$ cat config.mk
export PLATFORM = sky130hd
export DESIGN_NAME = char_lcd_4bit_write_sequencer
export DESIGN_NICKNAME = d
export VERILOG_FILES = /design/src/rtl/core/lcdws_pkg.sv /design/src/rtl/core/lcdws_front.sv /design/src/rtl/core/lcdws_fifo.sv /design/src/rtl/core/lcdws_back.sv /design/src/rtl/core/char_lcd_4bit_write_sequencer.sv
export SDC_FILE = /design/constraint.sdc
export NUM_CORES = 1
export LEC_CHECK = 0
export BUFFER_PORTS_ARGS = -buffer_cell sky130_fd_sc_hd__buf_2
export CAP_MARGIN = 40
export CORE_MARGIN = 2
export CORE_UTILIZATION = 46
export DETAILED_ROUTE_END_ITERATION = 10
export PLACE_DENSITY_LB_ADDON = 0.2
export SLEW_MARGIN = 25
export SYNTH_ARGS = -nofsm -noshare
export SYNTH_HDL_FRONTEND = slang
export SYNTH_SLANG_ARGS = --single-unit
$ cat constraint.sdc
create_clock -name i_clk -period 20.3 [get_ports i_clk]
set_clock_uncertainty 0.1 [all_clocks]
set_input_delay 2.03 -clock i_clk [delete_from_list [all_inputs] [get_ports i_clk]]
set_output_delay 2.03 -clock i_clk [all_outputs]
set_load 0.03 [all_outputs]
$ cat src/rtl/core/lcdws_pkg.sv
package lcdws_pkg;

    localparam int WAIT_W = 14;
    localparam int STEP_W = 4;
    localparam int ENABLE_PULSE_US_DEF = 20;
    localparam int QUEUE_DEPTH_DEF = 4;
    localparam logic [7:0] CPU_RESET = 8'd16;

    localparam logic [2:0] ACT_INIT   = 3'd0;
    localparam logic [2:0] ACT_CMD    = 3'd1;
    localparam logic [2:0] ACT_DATA   = 3'd2;
    localparam logic [2:0] ACT_CLEAR  = 3'd3;
    localparam logic [2:0] ACT_HOME   = 3'd4;
    localparam logic [2:0] ACT_CURSOR = 3'd5;
    localparam logic [2:0] ACT_NUMBER = 3'd6;

    localparam logic [WAIT_W-1:0] CMD_WAIT_US  = 14'd42;
    localparam logic [WAIT_W-1:0] DATA_WAIT_US = 14'd46;
    localparam logic [WAIT_W-1:0] SLOW_WAIT_US = 14'd2042;

    localparam logic [7:0] CHR_SPACE = 8'h20;
    localparam logic [7:0] CHR_ZERO  = 8'h30;
    localparam logic [7:0] CMD_DDRAM = 8'h80;
    localparam logic [7:0] CMD_CLEAR = 8'h01;
    localparam logic [7:0] CMD_HOME  = 8'h02;

    localparam logic [STEP_W-1:0] INIT_LAST_STEP = 4'd8;
    localparam logic [STEP_W-1:0] NUM_LAST_STEP  = 4'd5;

    typedef struct packed {
        logic [2:0]  action;
        logic [7:0]  byte_value;
        logic [3:0]  column;
        logic [2:0]  row;
        logic [15:0] number;
    } t_in;

    typedef struct packed {
        logic              strobe_res;
        logic              reg_select;
        logic [3:0]        nibble;
        logic [WAIT_W-1:0] wait_us;
        logic              last;
    } t_out;

    typedef struct packed {
        logic              pair;
        logic              strobe;
        logic              rs;
        logic [7:0]        data;
        logic [WAIT_W-1:0] wait_us;
        logic              last;
    } t_op;

    typedef struct packed {
        logic has_word;
        logic has_room;
    } t_q_stat;

    function automatic t_op init_op(input logic [STEP_W-1:0] step);
        t_op op;
        op = '{pair: 1'b0, strobe: 1'b1, rs: 1'b0, data: 8'h03, wait_us: 14'd1000,
               last: 1'b0};
        case (step)
            4'd0: begin
                op.strobe  = 1'b0;
                op.data    = 8'h00;
                op.wait_us = 14'd15000;
            end
            4'd1: op.wait_us = 14'd5000;
            4'd2: op.wait_us = 14'd1000;
            4'd3: op.wait_us = 14'd1000;
            4'd4: begin
                op.data    = 8'h02;
                op.wait_us = 14'd5000;
            end
            4'd5: begin
                op.pair    = 1'b1;
                op.data    = 8'h28;
                op.wait_us = CMD_WAIT_US;
            end
            4'd6: begin
                op.pair    = 1'b1;
                op.data    = 8'h0C;
                op.wait_us = CMD_WAIT_US;
            end
            4'd7: begin
                op.pair    = 1'b1;
                op.data    = 8'h06;
                op.wait_us = CMD_WAIT_US;
            end
            default: begin
                op.pair    = 1'b1;
                op.data    = CMD_CLEAR;
                op.wait_us = SLOW_WAIT_US;
                op.last    = 1'b1;
            end
        endcase
        return op;
    endfunction

    function automatic logic [13:0] place_value(input logic [STEP_W-1:0] step);
        logic [13:0] p;
        case (step)
            4'd1:    p = 14'd10000;
            4'd2:    p = 14'd1000;
            4'd3:    p = 14'd100;
            4'd4:    p = 14'd10;
            default: p = 14'd1;
        endcase
        return p;
    endfunction

    function automatic logic [7:0] row_base(input logic [2:0] row);
        logic [7:0] b;
        case (row)
            3'd1:    b = 8'h00;
            3'd2:    b = 8'h40;
            3'd3:    b = 8'h10;
            default: b = 8'h50;
        endcase
        return b;
    endfunction

endpackage

$ cat src/rtl/core/lcdws_front.sv
module lcdws_front (
    input  logic                  i_clk,
    input  logic                  i_rst_n,
    input  logic                  i_in_valid,
    output logic                  o_in_ready,
    input  lcdws_pkg::t_in        i_in,
    input  lcdws_pkg::t_q_stat    i_q_stat,
    output logic                  o_push,
    output lcdws_pkg::t_op        o_op
);

    logic                              r_busy;
    logic                              n_busy;
    lcdws_pkg::t_in                    r_req;
    logic [lcdws_pkg::STEP_W-1:0]      r_step;
    logic [lcdws_pkg::STEP_W-1:0]      n_step;
    logic [15:0]                       r_val;
    logic                              r_seen;

    logic        accept;
    logic        in_row_ok;
    logic        in_has_ops;
    logic [7:0]  cursor_byte;
    logic [13:0] place;
    logic [16:0] mult [10];
    logic [3:0]  digit;
    logic [16:0] remain;
    logic [7:0]  digit_chr;

    assign in_row_ok = (i_in.row != 3'd0) && (i_in.row <= 3'd4);
    assign in_has_ops = (i_in.action <= lcdws_pkg::ACT_HOME)
                      || (i_in.action == lcdws_pkg::ACT_NUMBER)
                      || ((i_in.action == lcdws_pkg::ACT_CURSOR) && in_row_ok);

    assign cursor_byte = lcdws_pkg::CMD_DDRAM + lcdws_pkg::row_base(r_req.row)
                       + {4'd0, r_req.column};

    always_comb begin
        place = lcdws_pkg::place_value(r_step);
        digit = 4'd0;
        for (int j = 0; j < 10; j++) begin
            mult[j] = 17'(j) * {3'd0, place};
        end
        for (int j = 1; j < 10; j++) begin
            if ({1'b0, r_val} >= mult[j]) begin
                digit = 4'(j);
            end
        end
        remain = {1'b0, r_val} - mult[digit];
        if (!r_seen && (digit == 4'd0) && (r_step != lcdws_pkg::NUM_LAST_STEP)) begin
            digit_chr = lcdws_pkg::CHR_SPACE;
        end else begin
            digit_chr = lcdws_pkg::CHR_ZERO + {4'd0, digit};
        end
    end

    always_comb begin
        o_op = '{pair: 1'b1, strobe: 1'b1, rs: 1'b0, data: r_req.byte_value,
                 wait_us: lcdws_pkg::CMD_WAIT_US, last: 1'b1};
        case (r_req.action)
            lcdws_pkg::ACT_INIT: o_op = lcdws_pkg::init_op(r_step);
            lcdws_pkg::ACT_CMD: begin
            end
            lcdws_pkg::ACT_DATA: begin
                o_op.rs      = 1'b1;
                o_op.wait_us = lcdws_pkg::DATA_WAIT_US;
            end
            lcdws_pkg::ACT_CLEAR: begin
                o_op.data    = lcdws_pkg::CMD_CLEAR;
                o_op.wait_us = lcdws_pkg::SLOW_WAIT_US;
            end
            lcdws_pkg::ACT_HOME: begin
                o_op.data    = lcdws_pkg::CMD_HOME;
                o_op.wait_us = lcdws_pkg::SLOW_WAIT_US;
            end
            lcdws_pkg::ACT_CURSOR: o_op.data = cursor_byte;
            default: begin
                if (r_step == '0) begin
                    o_op.data = cursor_byte;
                    o_op.last = 1'b0;
                end else begin
                    o_op.rs      = 1'b1;
                    o_op.data    = digit_chr;
                    o_op.wait_us = lcdws_pkg::DATA_WAIT_US;
                    o_op.last    = (r_step == lcdws_pkg::NUM_LAST_STEP);
                end
            end
        endcase
    end

    assign o_push = r_busy && i_q_stat.has_room;
    assign o_in_ready = !r_busy || (o_push && o_op.last);
    assign accept = i_in_valid && o_in_ready;

    always_comb begin
        n_busy = r_busy;
        n_step = r_step;
        if (accept) begin
            n_busy = in_has_ops;
            n_step = ((i_in.action == lcdws_pkg::ACT_NUMBER) && !in_row_ok) ? 4'd1 : 4'd0;
        end else if (o_push && o_op.last) begin
            n_busy = 1'b0;
        end else if (o_push) begin
            n_step = r_step + 4'd1;
        end
    end

    always_ff @(posedge i_clk) begin
        if (!i_rst_n) begin
            r_busy <= 1'b0;
            r_step <= '0;
        end else begin
            r_busy <= n_busy;
            r_step <= n_step;
        end
    end

    always_ff @(posedge i_clk) begin
        if (accept) begin
            r_req  <= i_in;
            r_val  <= i_in.number;
            r_seen <= 1'b0;
        end else if (o_push && (r_req.action == lcdws_pkg::ACT_NUMBER) && (r_step != '0)) begin
            r_val  <= remain[15:0];
            r_seen <= r_seen || (digit != 4'd0);
        end
    end

endmodule

$ cat src/rtl/core/lcdws_fifo.sv
module lcdws_fifo #(
    parameter int DEPTH = lcdws_pkg::QUEUE_DEPTH_DEF
) (
    input  logic                  i_clk,
    input  logic                  i_rst_n,
    input  logic                  i_push,
    input  lcdws_pkg::t_op        i_op,
    input  logic                  i_pop,
    output lcdws_pkg::t_op        o_op,
    output lcdws_pkg::t_q_stat    o_stat
);

    localparam int AW = (DEPTH > 1) ? $clog2(DEPTH) : 1;
    localparam int CW = $clog2(DEPTH + 1);

    lcdws_pkg::t_op r_mem [DEPTH];
    logic [AW-1:0]  r_wr;
    logic [AW-1:0]  r_rd;
    logic [CW-1:0]  r_cnt;
    logic           do_push;
    logic           do_pop;

    assign o_stat.has_word = (r_cnt != '0);
    assign o_stat.has_room = (r_cnt != CW'(DEPTH));
    assign do_push = i_push && o_stat.has_room;
    assign do_pop  = i_pop && o_stat.has_word;
    assign o_op = r_mem[r_rd];

    always_ff @(posedge i_clk) begin
        if (do_push) begin
            r_mem[r_wr] <= i_op;
        end
    end

    always_ff @(posedge i_clk) begin
        if (!i_rst_n) begin
            r_wr  <= '0;
            r_rd  <= '0;
            r_cnt <= '0;
        end else begin
            if (do_push) begin
                r_wr <= (r_wr == AW'(DEPTH - 1)) ? '0 : r_wr + AW'(1);
            end
            if (do_pop) begin
                r_rd <= (r_rd == AW'(DEPTH - 1)) ? '0 : r_rd + AW'(1);
            end
            case ({do_push, do_pop})
                2'b10:   r_cnt <= r_cnt + CW'(1);
                2'b01:   r_cnt <= r_cnt - CW'(1);
                default: r_cnt <= r_cnt;
            endcase
        end
    end

endmodule

$ cat src/rtl/core/lcdws_back.sv
module lcdws_back #(
    parameter int ENABLE_PULSE_US = lcdws_pkg::ENABLE_PULSE_US_DEF
) (
    input  logic                  i_clk,
    input  logic                  i_rst_n,
    input  logic [7:0]            i_cpu,
    input  lcdws_pkg::t_q_stat    i_q_stat,
    input  lcdws_pkg::t_op        i_op,
    output logic                  o_pop,
    output logic                  o_out_valid,
    input  logic                  i_out_ready,
    output lcdws_pkg::t_out       o_out
);

    localparam int PW = $clog2(ENABLE_PULSE_US * 255 + 1);

    logic [PW-1:0]   r_pulse_cyc;
    logic [PW-1:0]   r_cnt;
    lcdws_pkg::t_op  r_op;
    logic            r_have;
    logic            r_half;
    logic            r_ovalid;
    lcdws_pkg::t_out r_out;
    lcdws_pkg::t_out xfer;
    logic            emit;

    always_comb begin
        xfer.strobe_res = r_op.strobe;
        xfer.reg_select = r_op.rs;
        xfer.nibble     = r_op.data[3:0];
        xfer.wait_us    = r_op.wait_us;
        xfer.last       = r_op.last;
        if (r_op.pair && !r_half) begin
            xfer.nibble  = r_op.data[7:4];
            xfer.wait_us = '0;
            xfer.last    = 1'b0;
        end
    end

    assign emit  = r_have && (r_cnt == '0) && (!r_ovalid || i_out_ready);
    assign o_pop = !r_have && i_q_stat.has_word;
    assign o_out_valid = r_ovalid;
    assign o_out = r_out;

    always_ff @(posedge i_clk) begin
        r_pulse_cyc <= PW'(ENABLE_PULSE_US) * PW'(i_cpu);
    end

    always_ff @(posedge i_clk) begin
        if (!i_rst_n) begin
            r_have   <= 1'b0;
            r_half   <= 1'b0;
            r_cnt    <= '0;
            r_ovalid <= 1'b0;
        end else begin
            if (o_pop) begin
                r_have <= 1'b1;
                r_half <= 1'b0;
                r_cnt  <= i_op.strobe ? r_pulse_cyc : '0;
            end else if (emit) begin
                if (r_op.pair && !r_half) begin
                    r_half <= 1'b1;
                    r_cnt  <= r_pulse_cyc;
                end else begin
                    r_have <= 1'b0;
                end
            end else if (r_cnt != '0) begin
                r_cnt <= r_cnt - PW'(1);
            end
            if (emit) begin
                r_ovalid <= 1'b1;
            end else if (i_out_ready) begin
                r_ovalid <= 1'b0;
            end
        end
    end

    always_ff @(posedge i_clk) begin
        if (o_pop) begin
            r_op <= i_op;
        end
        if (emit) begin
            r_out <= xfer;
        end
    end

endmodule

$ cat src/rtl/core/char_lcd_4bit_write_sequencer.sv
// Words of a request pass from the front end's request register through the queue and the
// back end's operation register to the output register; each strobed word first waits out the
// enable pulse time, set by ENABLE_PULSE_US and cycles_per_microsecond. A byte goes out as a
// high then a low nibble word. Requests are taken while earlier ones drain through the queue.
// Reset: synchronous, active low; clears control state and sets cycles_per_microsecond
// to 16.
module char_lcd_4bit_write_sequencer #(
    parameter int ENABLE_PULSE_US = lcdws_pkg::ENABLE_PULSE_US_DEF,
    parameter int QUEUE_DEPTH     = lcdws_pkg::QUEUE_DEPTH_DEF
) (
    input  logic             i_clk,
    input  logic             i_rst_n,
    input  logic             i_in_valid,
    output logic             o_in_ready,
    input  lcdws_pkg::t_in   i_in,
    output logic             o_out_valid,
    input  logic             i_out_ready,
    output lcdws_pkg::t_out  o_out,
    input  logic             i_cfg_we,
    input  logic [7:0]       i_cfg_data
);

    logic [7:0]         r_cpu;
    logic               push;
    logic               pop;
    lcdws_pkg::t_op     front_op;
    lcdws_pkg::t_op     head_op;
    lcdws_pkg::t_q_stat q_stat;

    always_ff @(posedge i_clk) begin
        if (!i_rst_n) begin
            r_cpu <= lcdws_pkg::CPU_RESET;
        end else if (i_cfg_we) begin
            r_cpu <= i_cfg_data;
        end
    end

    lcdws_front u_front (
        .i_clk      (i_clk),
        .i_rst_n    (i_rst_n),
        .i_in_valid (i_in_valid),
        .o_in_ready (o_in_ready),
        .i_in       (i_in),
        .i_q_stat   (q_stat),
        .o_push     (push),
        .o_op       (front_op)
    );

    lcdws_fifo #(
        .DEPTH (QUEUE_DEPTH)
    ) u_fifo (
        .i_clk   (i_clk),
        .i_rst_n (i_rst_n),
        .i_push  (push),
        .i_op    (front_op),
        .i_pop   (pop),
        .o_op    (head_op),
        .o_stat  (q_stat)
    );

    lcdws_back #(
        .ENABLE_PULSE_US (ENABLE_PULSE_US)
    ) u_back (
        .i_clk       (i_clk),
        .i_rst_n     (i_rst_n),
        .i_cpu       (r_cpu),
        .i_q_stat    (q_stat),
        .i_op        (head_op),
        .o_pop       (pop),
        .o_out_valid (o_out_valid),
        .i_out_ready (i_out_ready),
        .o_out       (o_out)
    );

    a_no_push_full: assert property (@(posedge i_clk) disable iff (!i_rst_n)
        push |-> q_stat.has_room)
        else $error("op pushed into full queue");

    a_no_pop_empty: assert property (@(posedge i_clk) disable iff (!i_rst_n)
        pop |-> q_stat.has_word)
        else $error("op popped from empty queue");

    a_wait_only: assert property (@(posedge i_clk) disable iff (!i_rst_n)
        (o_out_valid && !o_out.strobe_res) |->
            (o_out.nibble == 4'd0) && !o_out.reg_select && (o_out.wait_us == 14'd15000))
        else $error("malformed wait-only word");

    a_high_nibble: assert property (@(posedge i_clk) disable iff (!i_rst_n)
        (o_out_valid && (o_out.wait_us == '0)) |-> (o_out.strobe_res && !o_out.last))
        else $error("high nibble word marked last or unstrobed");

    a_reset_idle: assert property (@(posedge i_clk)
        !i_rst_n |=> !o_out_valid)
        else $error("output valid right after reset");

endmodule

==> impl_metrics.yaml, run 1 <==
outcome:
  run_status: "finished clean"
die:
  core_area_um2: 30700
  die_area_um2: 32900
  die_h_um: 181
  num_rows: 64
  pin_count: 70
  initial_utilization_pct: 47.0
  die_w_um: 181
synthesis:
  async_reset_ff_share_pct: 0
  yosysMostFrequentCell: "ha_1"
  synth_seq_cells: 212
  synth_top_area_share_pct: 33.6
  syn_area_um2: 14500
  synth_seq_area_share_pct: 40.6
  synth_cells: 1361
  synth_area_per_cell_um2: 10.6
  yosys.area.top_type: "edfxtp_1"
  synth_common_cells: "ha_1, edfxtp_1, a21oi_1"
  synthTopCellsByArea: "edfxtp_1, ha_1, dfxtp_1"
  synth_ff_type: "edfxtp_1"
  ys_warn_count: 0
  yosysUniqueCellTypes: 99
  synth-edff-count: 162
route:
  routed_wl_mm: 41.6
  vias: 11100
  final_antenna_net_count: 0
  drt_drc_violations_left: 0
  first_pass_iters: 5
  drt_iter0_drc: 921
  viasPerCell: 6.04
  wire_per_inst_um: 22.6
job:
  max_cap_viol_count: 0
cells_and_area:
  multi_input_area_um2: 8050
  finalNetCount: 1663
  regArea_um2: 5870
  drive_above_1_share_pct: 13.3
  n_antenna_cell: 0
  syn_to_final_growth_pct: 10.5
  num-fill-cells: 2792
min_path:
  hold_start: "r_cpu[0]"
  hold_path.class: "reg -> reg"
cts:
  clk_pin_slew_ns: 0.06
  postCtsSetupRepairBufs: 0
  ctsResizeCount: 0
  cts_hold_buf: 0
  htree_num_levels: 1
  cts_sinks: 212
  cts_root_buffer: "clkbuf_16"
  cts_tree: "built"
  max-clock-path-buffers: 3
  clk_latency_ns: 0.53
  cts_inserted_buffers: 24
pwr:
  swShare_pct: 38.3
  p_leak_nw: 6.31
  switchingPower_mw: 0.692
  p_int_mw: 1.12
  clock_power_share_pct: 23.8
  irDropWorstVdd_v: 0.0000902
  powerDensity_nw_per_um2: 113
  pwr-share-comb_pct: 41.0
  pwr-share-seq_pct: 35.2
worst_setup_path:
  slowest_delay_ns: 0.73
  critPathMaxFanout: 20
  critPathTopFamily: "compound AO/OA/AOI/OAI gates"
  required_ns: 20.49
  path_depth: 32
  r2r_end: "u_front.r_val[14]"
  r2r-start: "u_front.r_step[0]"
  worst-path-buf-inv: 2
  crit_end: "u_front.r_val[14]"
  end_kind: "flip-flop"
  cp-startpoint: "u_front.r_step[0]"
  startpoint_type: "flip-flop"
  timing_worst_setup_path_type: "reg -> reg"
  r2r.worst_path.cells: 32
  reg2reg_slack_ns: 9.42
  path_common_cell: "ha_1"
  cp.arrival_ns: 11.07
  slowest_stage: "a21oi_2"
placed_design:
  gp_congestion: 0.994
  post-place-ws_ns: 9.76
  numPortBuffers: 68
  dp_hpwl_mm: 31.4
sta:
  worstMarginPinSlew_ns: 0.880
  rsz0062_at_grt: "no"
  fmax_mhz: 91.9
  fin_crit_ns: 10.88
  relSlewSlack_pct: 41.0
  timing.setup.tns_ns: 0
  slew_violations: 0
  setup_slack_ns: 9.42
  finalSetupViolations: 0
  finalHoldViolCount: 0
  worst_hold_slack_ns: 0.289
  fin_crit_sh_pct: 53.6
global_routing:
  grt_overflow: 0
  grt_pass1_wl_mm: 64.5
  grt_pass1_vias: 11000
  track_usage_pct: 25.4
  grt_max_degree: 31
  antenna_found_initial: 0
-- layout by cell type (no fill, tap or decap), types with 22 or more instances in the layout --
cell type and n:
a21oi_1 109, mux4_2 22, clkbuf_16 24, nor2_1 87, xnor2_1 34, nand2_1 95
nand3_1 26, xor2_1 23, ha_1 173, a21o_1 24, nor3_1 28, o21ai_0 59
dfxtp_1 50, buf_2 69, inv_1 64, edfxtp_1 162
-- worst min path at each step --
stage	endpoint	slack, ns	cells after the start
3_5_place_dp	u_back.r_pulse_cyc[2]	0.29	0
6_report	u_back.r_pulse_cyc[2]	0.29	0
5_1_grt	u_back.r_pulse_cyc[2]	0.31	0
4_1_cts	u_back.r_pulse_cyc[2]	0.30	0
3_3_place_gp	u_back.r_pulse_cyc[2]	0.28	0
2_1_floorplan	u_back.r_pulse_cyc[2]	0.25	0
-- state kept, by name, indices dropped and copies added, names as in the netlist, 8 cells and up, named ones only --
name,cells
u_front.r_val,16
u_back.r_op,22
u_fifo.r_mem,88
u_back.r_pulse_cyc,11
u_front.r_req,18
u_back.r_cnt,13
u_back.o_out,18
r_cpu,8
-- layer usage --
metal	GRT usage [%]	part of all wire (%)	wire length, µm
met1	32.6	42	17500
met2	43.4	48	19800
met3	2.80	5.4	2240
met4	11.6	4.9	2040
met5	0	0	0
-- area by class of cell --
type	instances	share of cell area (%)
sequential	212	36.7
timing repair buffer	88	3.10
multi-input combinational	1036	50.4
inverter	69	1.70
clock buffer	28	3.85
clock inverter	16	1.14
tap	396	3.10
-- logic make-up after synthesis --
logic type	Yosys count	share of synthesized area (%)
compound gates	362	16.5
buf+inv	116	3.83
mux	50	5.42
flops	212	40.6
fa+ha+maj	185	16.6
xor+xnor	58	3.61
simple gates	376	13.4
other cells	2	0.0519
-- worst reg2reg max path: cells and delay by family (launching register included) --
kind            cells  cell delay, ns
xor+xnor            1            0.32
compound gates     16            4.40
buf+inv             2            0.62
mux                 1            0.17
simple gates        6            2.25
fa+ha+maj           6            2.38
flops               1            0.43
-- power by group through the flow --
stage | Clock, mW | Combinational [mW] | Sequential [mW]
final | 0.430 | 0.742 | 0.636
after detailed placement | 0 | 0.736 | 0.644
after global placement | 0 | 0.729 | 0.643
after CTS | 0.439 | 0.739 | 0.635
after floorplan | 0 | 0.558 | 0.617
after global routing | 0.457 | 0.833 | 0.643
-- stage by stage --
| stage | instance area, µm² | std cells | total power [mW] | util (%) |
|---|---|---|---|---|
| finish | 16000 | 1845 | 1.81 | 52.0 |
| global route | 16000 | 1845 | 1.93 | 52.0 |
| CTS | 16000 | 1844 | 1.81 | 51.9 |
| detailed placement | 15200 | 1800 | 1.38 | 49.3 |
| global placement | 15200 | 1798 | 1.37 | 49.3 |
| floorplan | 14500 | 1364 | 1.18 | - |
Power figures use the tool's default switching activity.
==> inputs of run 2 (changes only) <==
- clock period: 20.3 -> 11.3 ns (I/O delays scaled with it)
==> impl_metrics.yaml, run 2 (synthesis results as in run 1) <==
outcome:
  run_status: "finished clean"
die:
  initial_utilization_pct: 47.0
  core_area_um2: 30700
  num_rows: 64
  die_area_um2: 32900
  die_w_um: 181
  die_h_um: 181
  pin_count: 70
cells_and_area:
  post-route-util_pct: 51.7
  layout_common_cells: "ha_1, edfxtp_1, a21oi_1"
  syn_to_final_growth_pct: 9.95
  reg_top3: "u_fifo.r_mem (88), u_back.r_op (22)"
  final_common_cell: "ha_1"
  largest_reg_flops: 88
  regMostFlops: "u_fifo.r_mem"
  drive_above_1_share_pct: 13.0
  final_cells: 1841
  finalNetCount: 1663
  n_antenna_cell: 0
placed_design:
  gp_congestion: 1.01
  place_inst: 1801
  numPortBuffers: 68
  dp_hpwl_mm: 31.0
route:
  drt_iter0_drc: 902
  drt_drc_violations_left: 0
  vias: 11100
  routed_wl_mm: 41.3
  viasPerCell: 6.01
  first_pass_iters: 6
  final_antenna_net_count: 0
  wire_per_inst_um: 22.5
pwr:
  total_power_mw: 3.20
  switchingPower_mw: 1.24
  irDropWorstVdd_v: 0.000150
  pwr-share-seq_pct: 35.8
  clock_power_share_pct: 22.6
  swShare_pct: 38.7
  pwr-share-comb_pct: 41.6
  p_int_mw: 1.96
  powerDensity_nw_per_um2: 201
  p_leak_nw: 6.27
worst_setup_path:
  cp-startpoint: "u_front.r_step[0]"
  timing_worst_setup_path_type: "reg -> reg"
  slowest_stage: "o21ai_0"
  end_kind: "flip-flop"
  cp.arrival_ns: 10.49
  path_common_cell: "o21ai_0"
  startpoint_type: "flip-flop"
  critPathMaxFanout: 17
  required_ns: 11.48
  slowest_delay_ns: 0.76
  r2r-start: "u_front.r_step[0]"
sta:
  worst_hold_slack_ns: 0.259
  fin_crit_sh_pct: 91.2
  rsz0062_at_grt: "no"
  worstMarginPinSlew_ns: 0.836
  finalHoldViolCount: 0
  fmax_mhz: 97.1
  finalSetupViolations: 0
  fin_crit_ns: 10.30
  slew_violations: 0
  timing.setup.tns_ns: 0
  relSlewSlack_pct: 43.9
cts:
  cts_root_buffer: "clkbuf_16"
  cts_tree: "built"
  max-clock-path-buffers: 3
  htree_num_levels: 1
  postCtsSetupRepairBufs: 0
  clk_latency_ns: 0.52
  cts_hold_buf: 0
  cts_sinks: 212
  ctsResizeCount: 0
  cts_inserted_buffers: 23
  clk_pin_slew_ns: 0.08
min_path:
  hold_start: "r_cpu[0]"
  hold_path.class: "reg -> reg"
global_routing:
  grt_max_degree: 31
  antenna_found_initial: 0
  grt_util_met1_pct: 32.1
  top_usage_layer: "met2"
  met3_usage_pct: 2.32
  grt_pass1_wl_mm: 64.0
  grt_pass1_vias: 11000
  track_usage_pct: 25.1
  grt_util_met2_pct: 42.7
  grt_overflow: 0
job:
  max_cap_viol_count: 0
[run 2: routing by layer]
layer	up-vias	part of all wire, %
met5	-	0
met4	0	5.6
met3	116	4.1
met2	352	48
met1	5314	42
li1	5279	-
[run 2: final timing paths]
kind	to	slack [ns]	cells past startpoint
min	u_back.r_pulse_cyc[2]	0.26	0
max reg2reg	u_front.r_val[14]	1.0	32
min reg2reg	u_back.r_pulse_cyc[2]	0.26	0
max	u_front.r_val[14]	1.0	32
[run 2: metrics by stage]
step                      instance area [µm²]  setup slack [ns]
final                                   15900             0.997
after global routing                    15900             0.249
after CTS                               15900              1.28
after detailed placement                15200              1.32
after global placement                  15200              1.56
after floorplan                         14500              2.20
[run 2: layout make-up]
cell class,instances,area [µm²]
fillers,2777,14800
multi-input cells,1036,8050
clock buffers,28,594
inverters,69,272
well taps,396,495
repair buffers,89,502
clock inverters,11,119
flip-flops and latches,212,5870
[run 2: worst max-delay path, delay by kind of cell (launching register included)]
family                     cells  cell delay (ns)
AOI/OAI and AO/OA             18             5.31
adders and majority gates      5             1.63
and+or+nand+nor                4             1.11
buffers and inverters          3             0.93
DFF                            1             0.42
xor gates and xnor gates       1             0.41
muxes                          1             0.16
[run 2: power by group through the flow]
stage	Combinational [mW]	Clock, mW	Sequential, mW
after floorplan	1.00	0	1.11
after global placement	1.30	0	1.15
after detailed placement	1.31	0	1.16
after CTS	1.32	0.738	1.14
after global routing	1.49	0.766	1.15
final	1.33	0.721	1.14
